$ cat src/hw/rtl/snfp_pkg.sv
// shared types, constants and tanh table for the sparse network forward pass unit
package snfp_pkg;

  // default sizes
  localparam int MAX_CONNECTIONS_DEF = 64;
  localparam int NUM_NEURONS_DEF     = 32;
  localparam int FRAC_BITS_DEF       = 12;

  // field widths of the stream words
  localparam int KIND_W     = 2;
  localparam int SLOT_W     = 6;
  localparam int NID_W      = 5;
  localparam int VAL_W      = 16;
  localparam int S_TDATA_W  = 48;
  localparam int M_TDATA_W  = 24;

  // field positions in the input word
  localparam int SLOT_LSB   = 0;
  localparam int SRC_LSB    = 6;
  localparam int DST_LSB    = 11;
  localparam int WEIGHT_LSB = 16;
  localparam int NVAL_LSB   = 32;

  // configuration port
  localparam int CFG_IDX_W  = 2;
  localparam int CFG_DATA_W = 7;
  localparam int ACT_W      = 7;
  localparam int FIRST_W    = 6;
  localparam logic [ACT_W-1:0]   ACT_RESET   = 7'd0;
  localparam logic [FIRST_W-1:0] FIRST_RESET = 6'd8;

  // register indexes
  localparam logic [CFG_IDX_W-1:0] REG_ACTIVE_CONNECTIONS     = 2'd0;
  localparam logic [CFG_IDX_W-1:0] REG_FIRST_ACTIVATED_NEURON = 2'd1;

  // input word kinds
  typedef enum logic [KIND_W-1:0] {
    KIND_CONN   = 2'd0,
    KIND_NEURON = 2'd1,
    KIND_RUN    = 2'd2
  } kind_t;

  // source of a neuron store write
  typedef enum logic [1:0] {
    NWR_LOAD = 2'd0,
    NWR_ACC  = 2'd1,
    NWR_TANH = 2'd2
  } nwr_sel_t;

  // one connection table entry
  typedef struct packed {
    logic [NID_W-1:0]        src;
    logic [NID_W-1:0]        dst;
    logic signed [VAL_W-1:0] w;
  } conn_entry_t;

  // commands from controller to datapath
  typedef struct packed {
    logic     tab_we;
    logic     tab_rd;
    logic     nst_we;
    nwr_sel_t nst_wsel;
    logic     nrd_en;
    logic     nrd_conn;
    logic     prod_en;
    logic     tanh_en;
    logic     ccnt_clr;
    logic     ccnt_inc;
    logic     ncnt_clr;
    logic     ncnt_first;
    logic     ncnt_inc;
  } snfp_cmd_t;

  // status from datapath to controller
  typedef struct packed {
    logic conn_none;
    logic conn_last;
    logic act_none;
    logic n_last;
  } snfp_sts_t;

  // tanh knots, round(65536*tanh(k/4))
  localparam logic [15:0] TANH_TOP = 16'd65492;

  function automatic logic [15:0] tanh_lut(input logic [4:0] k);
    logic [15:0] r;
    case (k)
      5'd0:    r = 16'd0;
      5'd1:    r = 16'd16051;
      5'd2:    r = 16'd30285;
      5'd3:    r = 16'd41625;
      5'd4:    r = 16'd49912;
      5'd5:    r = 16'd55593;
      5'd6:    r = 16'd59320;
      5'd7:    r = 16'd61694;
      5'd8:    r = 16'd63179;
      5'd9:    r = 16'd64096;
      5'd10:   r = 16'd64659;
      5'd11:   r = 16'd65003;
      5'd12:   r = 16'd65212;
      5'd13:   r = 16'd65339;
      5'd14:   r = 16'd65417;
      5'd15:   r = 16'd65464;
      default: r = TANH_TOP;
    endcase
    return r;
  endfunction

endpackage

$ cat src/hw/rtl/snfp_datapath.sv
// datapath: connection table, neuron store, multiply-accumulate, tanh and counters
module snfp_datapath #(
  parameter int MAX_CONNECTIONS = snfp_pkg::MAX_CONNECTIONS_DEF,
  parameter int NUM_NEURONS     = snfp_pkg::NUM_NEURONS_DEF,
  parameter int FRAC_BITS       = snfp_pkg::FRAC_BITS_DEF
) (
  input  logic                                clk,
  input  logic                                rst,
  input  snfp_pkg::snfp_cmd_t                 cmd,
  output snfp_pkg::snfp_sts_t                 sts,
  input  logic [snfp_pkg::S_TDATA_W-1:0]      in_word,
  input  logic                                cfg_we,
  input  logic [snfp_pkg::CFG_IDX_W-1:0]      cfg_idx,
  input  logic [snfp_pkg::CFG_DATA_W-1:0]     cfg_wdata,
  output logic [snfp_pkg::NID_W-1:0]          out_index,
  output logic signed [snfp_pkg::VAL_W-1:0]   out_value
);

  localparam int TA_W  = (MAX_CONNECTIONS > 1) ? $clog2(MAX_CONNECTIONS) : 1;
  localparam int CNT_W = $clog2(MAX_CONNECTIONS + 1);
  localparam int NA_W  = $clog2(NUM_NEURONS);
  localparam int NC_W  = $clog2(NUM_NEURONS + 1);
  localparam int SEG   = FRAC_BITS - 2;
  localparam int DP_W  = 16 + SEG;
  localparam logic [32:0] HALF     = 33'(1) << (FRAC_BITS - 1);
  localparam logic [16:0] TANH_RND = 17'(1) << (15 - FRAC_BITS);

  // input word fields
  logic [snfp_pkg::SLOT_W-1:0]        in_slot;
  logic [snfp_pkg::NID_W-1:0]         in_src;
  logic [snfp_pkg::NID_W-1:0]         in_dst;
  logic signed [snfp_pkg::VAL_W-1:0]  in_w;
  logic signed [snfp_pkg::VAL_W-1:0]  in_nval;

  assign in_slot = in_word[snfp_pkg::SLOT_LSB +: snfp_pkg::SLOT_W];
  assign in_src  = in_word[snfp_pkg::SRC_LSB +: snfp_pkg::NID_W];
  assign in_dst  = in_word[snfp_pkg::DST_LSB +: snfp_pkg::NID_W];
  assign in_w    = in_word[snfp_pkg::WEIGHT_LSB +: snfp_pkg::VAL_W];
  assign in_nval = in_word[snfp_pkg::NVAL_LSB +: snfp_pkg::VAL_W];

  // configuration registers
  logic [snfp_pkg::ACT_W-1:0]   act_cfg;
  logic [snfp_pkg::FIRST_W-1:0] first_cfg;

  always_ff @(posedge clk) begin
    if (rst) begin
      act_cfg   <= snfp_pkg::ACT_RESET;
      first_cfg <= snfp_pkg::FIRST_RESET;
    end else if (cfg_we) begin
      if (cfg_idx == snfp_pkg::REG_ACTIVE_CONNECTIONS) begin
        act_cfg <= cfg_wdata;
      end else if (cfg_idx == snfp_pkg::REG_FIRST_ACTIVATED_NEURON) begin
        first_cfg <= cfg_wdata[snfp_pkg::FIRST_W-1:0];
      end
    end
  end

  // connection count clamped to the table size
  logic [CNT_W-1:0] n_eff;
  always_comb begin
    if (int'(act_cfg) > MAX_CONNECTIONS) begin
      n_eff = CNT_W'(MAX_CONNECTIONS);
    end else begin
      n_eff = CNT_W'(act_cfg);
    end
  end

  // connection and neuron counters
  logic [CNT_W-1:0] ccnt;
  logic [NC_W-1:0]  ncnt;

  always_ff @(posedge clk) begin
    if (rst) begin
      ccnt <= '0;
      ncnt <= '0;
    end else begin
      if (cmd.ccnt_clr) begin
        ccnt <= '0;
      end else if (cmd.ccnt_inc) begin
        ccnt <= ccnt + CNT_W'(1);
      end
      if (cmd.ncnt_clr) begin
        ncnt <= '0;
      end else if (cmd.ncnt_first) begin
        ncnt <= NC_W'(first_cfg);
      end else if (cmd.ncnt_inc) begin
        ncnt <= ncnt + NC_W'(1);
      end
    end
  end

  assign sts.conn_none = (n_eff == '0);
  assign sts.conn_last = ((CNT_W+1)'(ccnt) + (CNT_W+1)'(1)) == (CNT_W+1)'(n_eff);
  assign sts.act_none  = (int'(first_cfg) >= NUM_NEURONS);
  assign sts.n_last    = (ncnt == NC_W'(NUM_NEURONS - 1));

  // connection table, contents undefined until written
  snfp_pkg::conn_entry_t ctab [MAX_CONNECTIONS];
  snfp_pkg::conn_entry_t entry_q;

  always_ff @(posedge clk) begin
    if (cmd.tab_we && (int'(in_slot) < MAX_CONNECTIONS)) begin
      ctab[TA_W'(in_slot)] <= '{src: in_src, dst: in_dst, w: in_w};
    end
    if (cmd.tab_rd) begin
      entry_q <= ctab[ccnt[TA_W-1:0]];
    end
  end

  // neuron store with per-entry valid bits, unwritten entries read as zero
  logic signed [snfp_pkg::VAL_W-1:0] nst [NUM_NEURONS];
  logic [NUM_NEURONS-1:0]            nvld;
  logic [NA_W-1:0]                   ra_addr;
  logic [NA_W-1:0]                   rb_addr;
  logic signed [snfp_pkg::VAL_W-1:0] a_q;
  logic signed [snfp_pkg::VAL_W-1:0] b_q;
  logic                              a_vld;
  logic                              b_vld;
  logic signed [snfp_pkg::VAL_W-1:0] a_val;
  logic signed [snfp_pkg::VAL_W-1:0] b_val;
  logic [NA_W-1:0]                   w_addr;
  logic signed [snfp_pkg::VAL_W-1:0] w_data;
  logic                              w_en;

  assign ra_addr = cmd.nrd_conn ? NA_W'(entry_q.src) : ncnt[NA_W-1:0];
  assign rb_addr = NA_W'(entry_q.dst);

  always_ff @(posedge clk) begin
    if (cmd.nrd_en) begin
      a_q <= nst[ra_addr];
      b_q <= nst[rb_addr];
    end
    if (w_en) begin
      nst[w_addr] <= w_data;
    end
  end

  always_ff @(posedge clk) begin
    if (rst) begin
      nvld  <= '0;
      a_vld <= 1'b0;
      b_vld <= 1'b0;
    end else begin
      if (cmd.nrd_en) begin
        a_vld <= nvld[ra_addr];
        b_vld <= nvld[rb_addr];
      end
      if (w_en) begin
        nvld[w_addr] <= 1'b1;
      end
    end
  end

  assign a_val = a_vld ? a_q : '0;
  assign b_val = b_vld ? b_q : '0;

  // product of source value and weight
  logic signed [31:0] prod_q;
  always_ff @(posedge clk) begin
    if (cmd.prod_en) begin
      prod_q <= a_val * entry_q.w;
    end
  end

  // round half up, add into destination, saturate
  logic signed [32:0]                pr;
  logic signed [32:0]                term;
  logic signed [33:0]                sum;
  logic signed [snfp_pkg::VAL_W-1:0] acc_res;
  logic                              skip;

  always_comb begin
    pr   = $signed({prod_q[31], prod_q}) + $signed(HALF);
    term = pr >>> FRAC_BITS;
    sum  = $signed({term[32], term}) + $signed({{18{b_val[15]}}, b_val});
    if (sum > 34'sd32767) begin
      acc_res = 16'sh7fff;
    end else if (sum < -34'sd32768) begin
      acc_res = 16'sh8000;
    end else begin
      acc_res = sum[15:0];
    end
  end

  assign skip = (int'(entry_q.src) >= NUM_NEURONS) || (int'(entry_q.dst) >= NUM_NEURONS);

  // tanh, first half: magnitude, segment lookup, slope times fraction
  logic [16:0]     mag;
  logic [16:0]     seg_i;
  logic [SEG-1:0]  frac;
  logic [15:0]     base;
  logic [15:0]     slope;
  logic            neg_q;
  logic            big_q;
  logic [15:0]     base_q;
  logic [DP_W-1:0] dprod_q;

  always_comb begin
    mag   = a_val[15] ? 17'(-$signed({a_val[15], a_val})) : 17'({a_val[15], a_val});
    seg_i = mag >> SEG;
    frac  = mag[SEG-1:0];
    base  = snfp_pkg::tanh_lut({1'b0, seg_i[3:0]});
    slope = snfp_pkg::tanh_lut(5'({1'b0, seg_i[3:0]}) + 5'd1) - base;
  end

  always_ff @(posedge clk) begin
    if (cmd.tanh_en) begin
      neg_q   <= a_val[15];
      big_q   <= (seg_i >= 17'd16);
      base_q  <= base;
      dprod_q <= DP_W'(slope) * DP_W'(frac);
    end
  end

  // tanh, second half: interpolate, scale back to the value format, restore sign
  logic [16:0]                       y;
  logic [16:0]                       m;
  logic signed [snfp_pkg::VAL_W-1:0] tanh_res;

  always_comb begin
    y        = big_q ? 17'(snfp_pkg::TANH_TOP) : 17'(base_q) + 17'(dprod_q >> SEG);
    m        = (y + TANH_RND) >> (16 - FRAC_BITS);
    tanh_res = neg_q ? 16'(-m) : 16'(m);
  end

  // neuron store write select
  always_comb begin
    case (cmd.nst_wsel)
      snfp_pkg::NWR_LOAD: begin
        w_addr = NA_W'(in_slot);
        w_data = in_nval;
        w_en   = cmd.nst_we && (int'(in_slot) < NUM_NEURONS);
      end
      snfp_pkg::NWR_ACC: begin
        w_addr = NA_W'(entry_q.dst);
        w_data = acc_res;
        w_en   = cmd.nst_we && !skip;
      end
      snfp_pkg::NWR_TANH: begin
        w_addr = ncnt[NA_W-1:0];
        w_data = tanh_res;
        w_en   = cmd.nst_we;
      end
      default: begin
        w_addr = '0;
        w_data = '0;
        w_en   = 1'b0;
      end
    endcase
  end

  // emitted word comes straight from the registered read
  assign out_index = snfp_pkg::NID_W'(ncnt);
  assign out_value = a_val;

endmodule

$ cat src/hw/rtl/snfp_ctrl.sv
// controller: sequences loads, the connection walk, the tanh sweep and the emit phase
module snfp_ctrl (
  input  logic                            clk,
  input  logic                            rst,
  input  logic                            s_tvalid,
  input  logic [snfp_pkg::KIND_W-1:0]     s_kind,
  output logic                            s_tready,
  output logic                            m_tvalid,
  input  logic                            m_tready,
  output snfp_pkg::snfp_cmd_t             cmd,
  input  snfp_pkg::snfp_sts_t             sts
);

  typedef enum logic [3:0] {
    ST_IDLE,
    ST_C_RD,
    ST_C_NRD,
    ST_C_MUL,
    ST_C_ACC,
    ST_T_RD,
    ST_T_CALC,
    ST_T_WR,
    ST_E_RD,
    ST_E_OUT
  } state_t;

  state_t state;
  state_t state_next;
  logic   in_acc;

  assign s_tready = (state == ST_IDLE);
  assign m_tvalid = (state == ST_E_OUT);
  assign in_acc   = s_tvalid && s_tready;

  // next state and datapath commands
  always_comb begin
    state_next = state;
    cmd        = '0;
    unique case (state)
      ST_IDLE: begin
        cmd.nst_wsel = snfp_pkg::NWR_LOAD;
        if (in_acc) begin
          unique case (snfp_pkg::kind_t'(s_kind))
            snfp_pkg::KIND_CONN:   cmd.tab_we = 1'b1;
            snfp_pkg::KIND_NEURON: cmd.nst_we = 1'b1;
            snfp_pkg::KIND_RUN: begin
              cmd.ccnt_clr = 1'b1;
              if (!sts.conn_none) begin
                state_next = ST_C_RD;
              end else if (sts.act_none) begin
                cmd.ncnt_clr = 1'b1;
                state_next   = ST_E_RD;
              end else begin
                cmd.ncnt_first = 1'b1;
                state_next     = ST_T_RD;
              end
            end
            default: ;
          endcase
        end
      end
      ST_C_RD: begin
        cmd.tab_rd = 1'b1;
        state_next = ST_C_NRD;
      end
      ST_C_NRD: begin
        cmd.nrd_en   = 1'b1;
        cmd.nrd_conn = 1'b1;
        state_next   = ST_C_MUL;
      end
      ST_C_MUL: begin
        cmd.prod_en = 1'b1;
        state_next  = ST_C_ACC;
      end
      ST_C_ACC: begin
        cmd.nst_we   = 1'b1;
        cmd.nst_wsel = snfp_pkg::NWR_ACC;
        if (!sts.conn_last) begin
          cmd.ccnt_inc = 1'b1;
          state_next   = ST_C_RD;
        end else if (sts.act_none) begin
          cmd.ncnt_clr = 1'b1;
          state_next   = ST_E_RD;
        end else begin
          cmd.ncnt_first = 1'b1;
          state_next     = ST_T_RD;
        end
      end
      ST_T_RD: begin
        cmd.nrd_en = 1'b1;
        state_next = ST_T_CALC;
      end
      ST_T_CALC: begin
        cmd.tanh_en = 1'b1;
        state_next  = ST_T_WR;
      end
      ST_T_WR: begin
        cmd.nst_we   = 1'b1;
        cmd.nst_wsel = snfp_pkg::NWR_TANH;
        if (sts.n_last) begin
          cmd.ncnt_clr = 1'b1;
          state_next   = ST_E_RD;
        end else begin
          cmd.ncnt_inc = 1'b1;
          state_next   = ST_T_RD;
        end
      end
      ST_E_RD: begin
        cmd.nrd_en = 1'b1;
        state_next = ST_E_OUT;
      end
      ST_E_OUT: begin
        if (m_tready) begin
          if (sts.n_last) begin
            state_next = ST_IDLE;
          end else begin
            cmd.ncnt_inc = 1'b1;
            state_next   = ST_E_RD;
          end
        end
      end
      default: state_next = ST_IDLE;
    endcase
  end

  // state register
  always_ff @(posedge clk) begin
    if (rst) begin
      state <= ST_IDLE;
    end else begin
      state <= state_next;
    end
  end

endmodule

$ cat src/hw/rtl/sparse_network_forward_pass_unit.sv
// Sparse network forward pass: a load word (connection entry or neuron value) is taken
// while the block is idle. A run word walks connection entries 0 to active_connections-1
// (capped at MAX_CONNECTIONS) through table read, neuron read, multiply, accumulate and
// write back through the single write port of the neuron store, then sweeps the activated
// neurons through read, tanh segment lookup and multiply, and write back, then emits
// NUM_NEURONS words, each read and then held until m_tready is high; s_tready is low
// for the whole run. The neuron store comes out of reset all zero through per-entry
// valid bits, so there is no clearing pass; connection entries must be written before a
// run uses them.
module sparse_network_forward_pass_unit #(
  parameter int MAX_CONNECTIONS = snfp_pkg::MAX_CONNECTIONS_DEF,
  parameter int NUM_NEURONS     = snfp_pkg::NUM_NEURONS_DEF,
  parameter int FRAC_BITS       = snfp_pkg::FRAC_BITS_DEF
) (
  input  logic                                clk,
  input  logic                                rst,
  // input stream
  input  logic                                s_tvalid,
  output logic                                s_tready,
  // slot[5:0], source_neuron[10:6], dest_neuron[15:11], weight[31:16], neuron_value[47:32]
  input  logic [snfp_pkg::S_TDATA_W-1:0]      s_tdata,
  // kind[1:0]
  input  logic [snfp_pkg::KIND_W-1:0]         s_tuser,
  // output stream
  output logic                                m_tvalid,
  input  logic                                m_tready,
  // neuron_index[4:0], value[20:5], zero fill[23:21]
  output logic [snfp_pkg::M_TDATA_W-1:0]      m_tdata,
  output logic                                m_tlast,
  // configuration writes
  input  logic                                cfg_valid,
  output logic                                cfg_ready,
  input  logic [snfp_pkg::CFG_IDX_W-1:0]      cfg_index,
  input  logic [snfp_pkg::CFG_DATA_W-1:0]     cfg_data
);

  snfp_pkg::snfp_cmd_t               cmd;
  snfp_pkg::snfp_sts_t               sts;
  logic [snfp_pkg::NID_W-1:0]        out_index;
  logic signed [snfp_pkg::VAL_W-1:0] out_value;

  assign cfg_ready = 1'b1;

  snfp_ctrl u_ctrl (
    .clk      (clk),
    .rst      (rst),
    .s_tvalid (s_tvalid),
    .s_kind   (s_tuser),
    .s_tready (s_tready),
    .m_tvalid (m_tvalid),
    .m_tready (m_tready),
    .cmd      (cmd),
    .sts      (sts)
  );

  snfp_datapath #(
    .MAX_CONNECTIONS (MAX_CONNECTIONS),
    .NUM_NEURONS     (NUM_NEURONS),
    .FRAC_BITS       (FRAC_BITS)
  ) u_datapath (
    .clk       (clk),
    .rst       (rst),
    .cmd       (cmd),
    .sts       (sts),
    .in_word   (s_tdata),
    .cfg_we    (cfg_valid && cfg_ready),
    .cfg_idx   (cfg_index),
    .cfg_wdata (cfg_data),
    .out_index (out_index),
    .out_value (out_value)
  );

  // output word packing
  assign m_tdata = {3'b000, out_value, out_index};
  assign m_tlast = m_tvalid && sts.n_last;

  // input and output sides are never open at the same time
  a_sides_exclusive: assert property (@(posedge clk) disable iff (rst)
    s_tready |-> !m_tvalid)
    else $error("input ready while an output word is pending");

  // a run word closes the input until the run is over
  a_run_blocks_input: assert property (@(posedge clk) disable iff (rst)
    (s_tvalid && s_tready && (s_tuser == snfp_pkg::KIND_RUN)) |=> !s_tready)
    else $error("input still ready after a run word");

  // the last emitted word returns the block to idle
  a_last_ends_run: assert property (@(posedge clk) disable iff (rst)
    (m_tvalid && m_tready && m_tlast) |=> (s_tready && !m_tvalid))
    else $error("block not idle after the last word of a run");

  // load words never start an output
  a_load_no_output: assert property (@(posedge clk) disable iff (rst)
    (s_tvalid && s_tready && (s_tuser != snfp_pkg::KIND_RUN)) |=> s_tready)
    else $error("load word left the block busy");

endmodule
$ cat config.mk
export PLATFORM = sky130hd
export DESIGN_NAME = sparse_network_forward_pass_unit
export DESIGN_NICKNAME = d
export VERILOG_FILES = /design/src/hw/rtl/snfp_pkg.sv /design/src/hw/rtl/snfp_datapath.sv /design/src/hw/rtl/snfp_ctrl.sv /design/src/hw/rtl/sparse_network_forward_pass_unit.sv
export SDC_FILE = /design/constraint.sdc
export NUM_CORES = 2
export LEC_CHECK = 0
export ABC_CLOCK_PERIOD_IN_PS = 32400
export BUFFER_PORTS_ARGS = -buffer_cell sky130_fd_sc_hd__buf_2
export CORE_UTILIZATION = 51
export DETAILED_ROUTE_END_ITERATION = 16
export PLACE_DENSITY_LB_ADDON = 0.15
export REMOVE_ABC_BUFFERS = 1
export SYNTH_ARGS = -nofsm -noshare
export SYNTH_HDL_FRONTEND = slang
export SYNTH_HIERARCHICAL = 1
export SYNTH_SLANG_ARGS = --single-unit
$ cat constraint.sdc
create_clock -name clk -period 32.4 [get_ports clk]
set_input_delay 6.48 -clock clk [delete_from_list [all_inputs] [get_ports clk]]
set_output_delay 6.48 -clock clk [all_outputs]
set_load 0.01 [all_outputs]
==> flow_summary.rst <==
.. list-table::
   :header-rows: 1

   * - Metric
     - Value
   * - Final clock skew
     - about 120 ps
   * - Post-route setup TNS
     - 0 ps
   * - Cell with the most instances on the worst path
     - fa_1
   * - Half-perimeter wire length after placement
     - 174000 µm
   * - Dpl cell area
     - between 100000 and 150000 µm²
   * - Number of global-route vias before repair
     - between 60000 and 70000
   * - Vertical die dimension
     - 474 µm
   * - Critical path endpoint category
     - register
   * - Fraction of final layout cells with drive strength greater than 1
     - 23.4%
   * - Clock Sink Count
     - around 2400
   * - H-tree Lvls
     - 4
   * - Post_cts resized
     - 0
   * - Worst-case setup margin in the final layout
     - 19030 ps
   * - Number of clock buffers inserted by TritonCTS
     - 233
   * - Pin count of the biggest net entering global routing
     - 137
   * - Final hold viol count
     - 0
   * - Full die area
     - 224000 µm²
   * - Initial Util
     - 51.5%
   * - Pre-antenna DRT Iters
     - 6
   * - Leak Pwr
     - between 0.04 and 0.05 µW
   * - Placement-stage worst setup slack
     - 19280 ps
   * - Cell area after layout
     - roughly 130000 µm²
   * - Switching fraction of total power
     - 36.6%
   * - IO Pins
     - 92
   * - Slew at the pin closest to its max-slew limit
     - roughly 1300 ps
   * - Worst Hold Slack
     - 469 ps
   * - Required time of the critical path
     - between 30000 and 40000 ps
   * - Port Buf Inserts
     - a little under 90
   * - Met2 wire length
     - ~150000 µm
   * - Violation count after the first detailed-route iteration
     - 6281
   * - Kind of launch point of the worst setup path
     - register
   * - Run status
     - complete, no violations
   * - Final setup vio count
     - 0
   * - Via density per instance
     - 6.23
   * - Count of distinct cell types in the synthesized netlist
     - 101
   * - Relative slew slack
     - 16.2%
   * - Hold Buf Count CTS
     - 0
   * - Part of the total power dissipated in sequential elements
     - between 30% and 40%
   * - Fraction of the yosys area taken by sequential cells
     - 61.7%
   * - Critical path class
     - register to register
   * - Max-cap violations
     - 0
   * - Placer's final routability congestion estimate
     - 0.863
   * - Buffer cell driving the clock tree root
     - clkbuf_16
   * - Final routed DRC violation total
     - 0
   * - Peak supply drop
     - 0.100 mV
   * - Overflow after GRT
     - 0
   * - Power dissipated by switching net loads
     - 3920 µW
   * - Number of standard cells after synthesis
     - 6584
   * - Critical-path maximum fanout
     - 77
   * - Highest routed metal layer
     - met5
   * - Maximum clock frequency
     - approximately 75 MHz
   * - Combinational share of power
     - 40.7%
   * - Met3 layer wire length in the routed design
     - 18200 µm
   * - Initial antenna violation count
     - 16
   * - Startpoint of the most critical hold path
     - u_datapath/first_cfg[3]$_SDFFE_PP1P_
   * - Design internal power
     - between 6000 and 7000 µW
   * - Share of the clock period used by the worst path
     - 41.3%
   * - Final Slew Violations
     - 0
   * - Total routed wire length on the met1 layer
     - 117000 µm
   * - Per-instance average area after synthesis
     - between 15 and 20 µm²
   * - Setup repair after global routing missed its margin
     - no
   * - Part of the total power dissipated in the clock network
     - 25.0%
   * - Post-synthesis cell area
     - 114000 µm²
   * - CTS max path bufs
     - 3
   * - Ys Warns
     - 6
   * - Total vias in the final route
     - 61400
   * - Maximum single-stage delay on the critical path
     - 960 ps
   * - Residual antenna-violating net count after detailed routing
     - 0
   * - Clock slew seen by the registers of the worst setup and hold paths
     - 60 ps
   * - Fraction of registers with async set/reset
     - 0%
   * - Clock network latency to the later pin of the worst-skew pair
     - 910 ps
   * - Prevailing post-synth register cell
     - edfxtp_1
   * - CTS tree
     - yes
   * - Total wire length
     - 288000 µm
   * - # nets final
     - 7344
   * - P&R area growth vs syn
     - 11.0%
   * - Core Area
     - roughly 220000 µm²
   * - Crit path DAT
     - about 14000 ps
   * - Crit path max-delay cell type
     - ha_1
   * - Timing startpoint of the critical path
     - u_datapath/a_vld$_SDFFE_PP0P_
   * - Number of synthesized register bits
     - 2353
   * - Startpoint of the worst register-to-register path
     - u_datapath/a_vld$_SDFFE_PP0P_
   * - Global-route wire length before repair
     - 424000 µm
   * - Post-CTS repair timing setup buffer count
     - 0
   * - Count of standard-cell rows
     - 172
   * - Detail-routed net length per standard cell
     - 29.2 µm
   * - Die X-Extent
     - 474 µm
   * - Final min period
     - 13370 ps
   * - Ratio of total power to cell area
     - 85.2 nW/µm²
   * - Worst min-delay path category
     - register to register
   * - Core utilization of the finished layout
     - between 50% and 60%
   * - Overall global routing resource usage
     - 26.0%
   * - Number of enable flip-flop cells after synthesis
     - 2289
-- routing by layer --
metal / vias up / global-route usage, %
li1: 25800 / -
met1: 33000 / 35.8
met2: 2287 / 43.9
met3: 369 / 3.62
met4: 2 / 6.40
met5: - / 0
-- critical path: cells and delay by family (launching register included) --
| family | cells | cell delay [ps] |
|---|---|---|
| adders and majority gates | 9 | 4710 |
| AOI/OAI and AO/OA | 17 | 3740 |
| and+or+nand+nor | 7 | 2070 |
| buffers and inverters | 5 | 1140 |
| DFF | 1 | 750 |
| muxes | 1 | 330 |
| xor gates and xnor gates | 2 | 300 |
-- power groups by stage --
stage / Clock (µW) / Sequential, µW / Combinational (µW)
global route: 2840 / 3700 / 4820
finish: 2680 / 3690 / 4360
CTS: 2730 / 3690 / 4390
global placement: 0 / 3750 / 4300
floorplan: 0 / 3840 / 3300
detailed placement: 0 / 3750 / 4350
-- flip-flops by register name, indices dropped and copies added, names as in the netlist --
signal,cells
u_datapath/entry_q,21
u_datapath/b_vld,1
u_ctrl/state,4
u_datapath/nst,512
u_datapath/a_vld,1
u_datapath/ccnt,7
u_datapath/base_q,16
u_datapath/first_cfg,6
u_datapath/dprod_q,16
u_datapath/ncnt,6
u_datapath/nvld,32
u_datapath/ctab,1664
u_datapath/a_q,16
u_datapath/rb_addr,5
u_datapath/b_q,16
u_datapath/big_q,1
u_datapath/act_cfg,7
u_datapath/prod_q,21
u_datapath/neg_q,1
-- placed cells by master (no fill, tap or decap), types with 27 or more instances in the layout --
cell | synthesis | routed
clkbuf_1 | 261 | 51
inv_1 | 430 | 430
a21oi_1 | 110 | 103
nor2_4 | 0 | 85
xor2_1 | 50 | 50
nand2b_1 | 30 | 30
nand3_1 | 135 | 135
and2_1 | 50 | 50
nor2b_1 | 27 | 27
clkinv_2 | 0 | 31
xnor2_1 | 91 | 91
edfxtp_1 | 2289 | 2289
ha_1 | 207 | 207
o21ai_0 | 88 | 87
nor3_1 | 45 | 43
clkbuf_16 | 0 | 234
nand2_1 | 431 | 431
and3_1 | 138 | 138
a21o_1 | 29 | 29
buf_2 | 14 | 87
nor2_1 | 404 | 306
clkinv_1 | 2 | 63
fa_1 | 372 | 372
buf_4 | 10 | 157
dfxtp_1 | 64 | 57
mux4_2 | 852 | 852
-- final timing paths --
| check | cells past startpoint | to | slack, ps |
|---|---|---|---|
| max | 41 | u_datapath/dprod_q[21]$_DFFE_PP_ | 19030 |
| min | 1 | u_datapath/first_cfg[3]$_SDFFE_PP1P_ | 470 |
| max reg2reg | 41 | u_datapath/dprod_q[21]$_DFFE_PP_ | 19030 |
| min reg2reg | 1 | u_datapath/first_cfg[3]$_SDFFE_PP1P_ | 470 |
-- Yosys cell counts (25+ instances only) --
library cell / number / share of area [%]
xor2_1: 50 / 0.39
nor2b_1: 27 / 0.15
ha_1: 207 / 2.3
clkbuf_1: 261 / 0.86
and3_1: 138 / 0.76
nand3_1: 135 / 0.60
and2_1: 50 / 0.28
mux2i_1: 26 / 0.23
or3_1: 25 / 0.14
edfxtp_1: 2289 / 61
inv_1: 430 / 1.4
o21ai_0: 88 / 0.39
a21oi_1: 110 / 0.48
mux4_2: 852 / 17
nand2b_1: 30 / 0.17
nand2_1: 431 / 1.4
dfxtp_1: 64 / 1.1
a21o_1: 29 / 0.19
nor3_1: 45 / 0.20
nor2_1: 404 / 1.3
xnor2_1: 91 / 0.70
fa_1: 372 / 6.6
buf_1: 82 / 0.27
-- metrics by stage --
stage | instances | power [µW]
6_report | 9855 | 10700
5_1_grt | 9853 | 11400
4_1_cts | 9852 | 10800
3_5_place_dp | 9424 | 8100
3_3_place_gp | 9424 | 8050
2_1_floorplan | 6216 | 7140
-- cell type report --
class,instances,area (µm²)
sequential,2353,70000
clock inverter,143,1570
fill,16800,94400
multi-input combinational,3431,41300
clock buffer,285,6050
tap,2958,3700
inverter,432,1620
antenna,3,7.51
timing repair buffer,250,1730
-- cells by family after synthesis --
logic type      Yosys count  synth area share [%]
compound gates          431                  2.56
simple gates           1374                  5.73
mux                     901                  17.4
xor+xnor                142                  1.10
buf+inv                 802                  2.72
fa+ha+maj               579                  8.84
flops                  2353                  61.7
other cells               2               0.00662
Note: power is estimated with default switching activity, not from simulation.
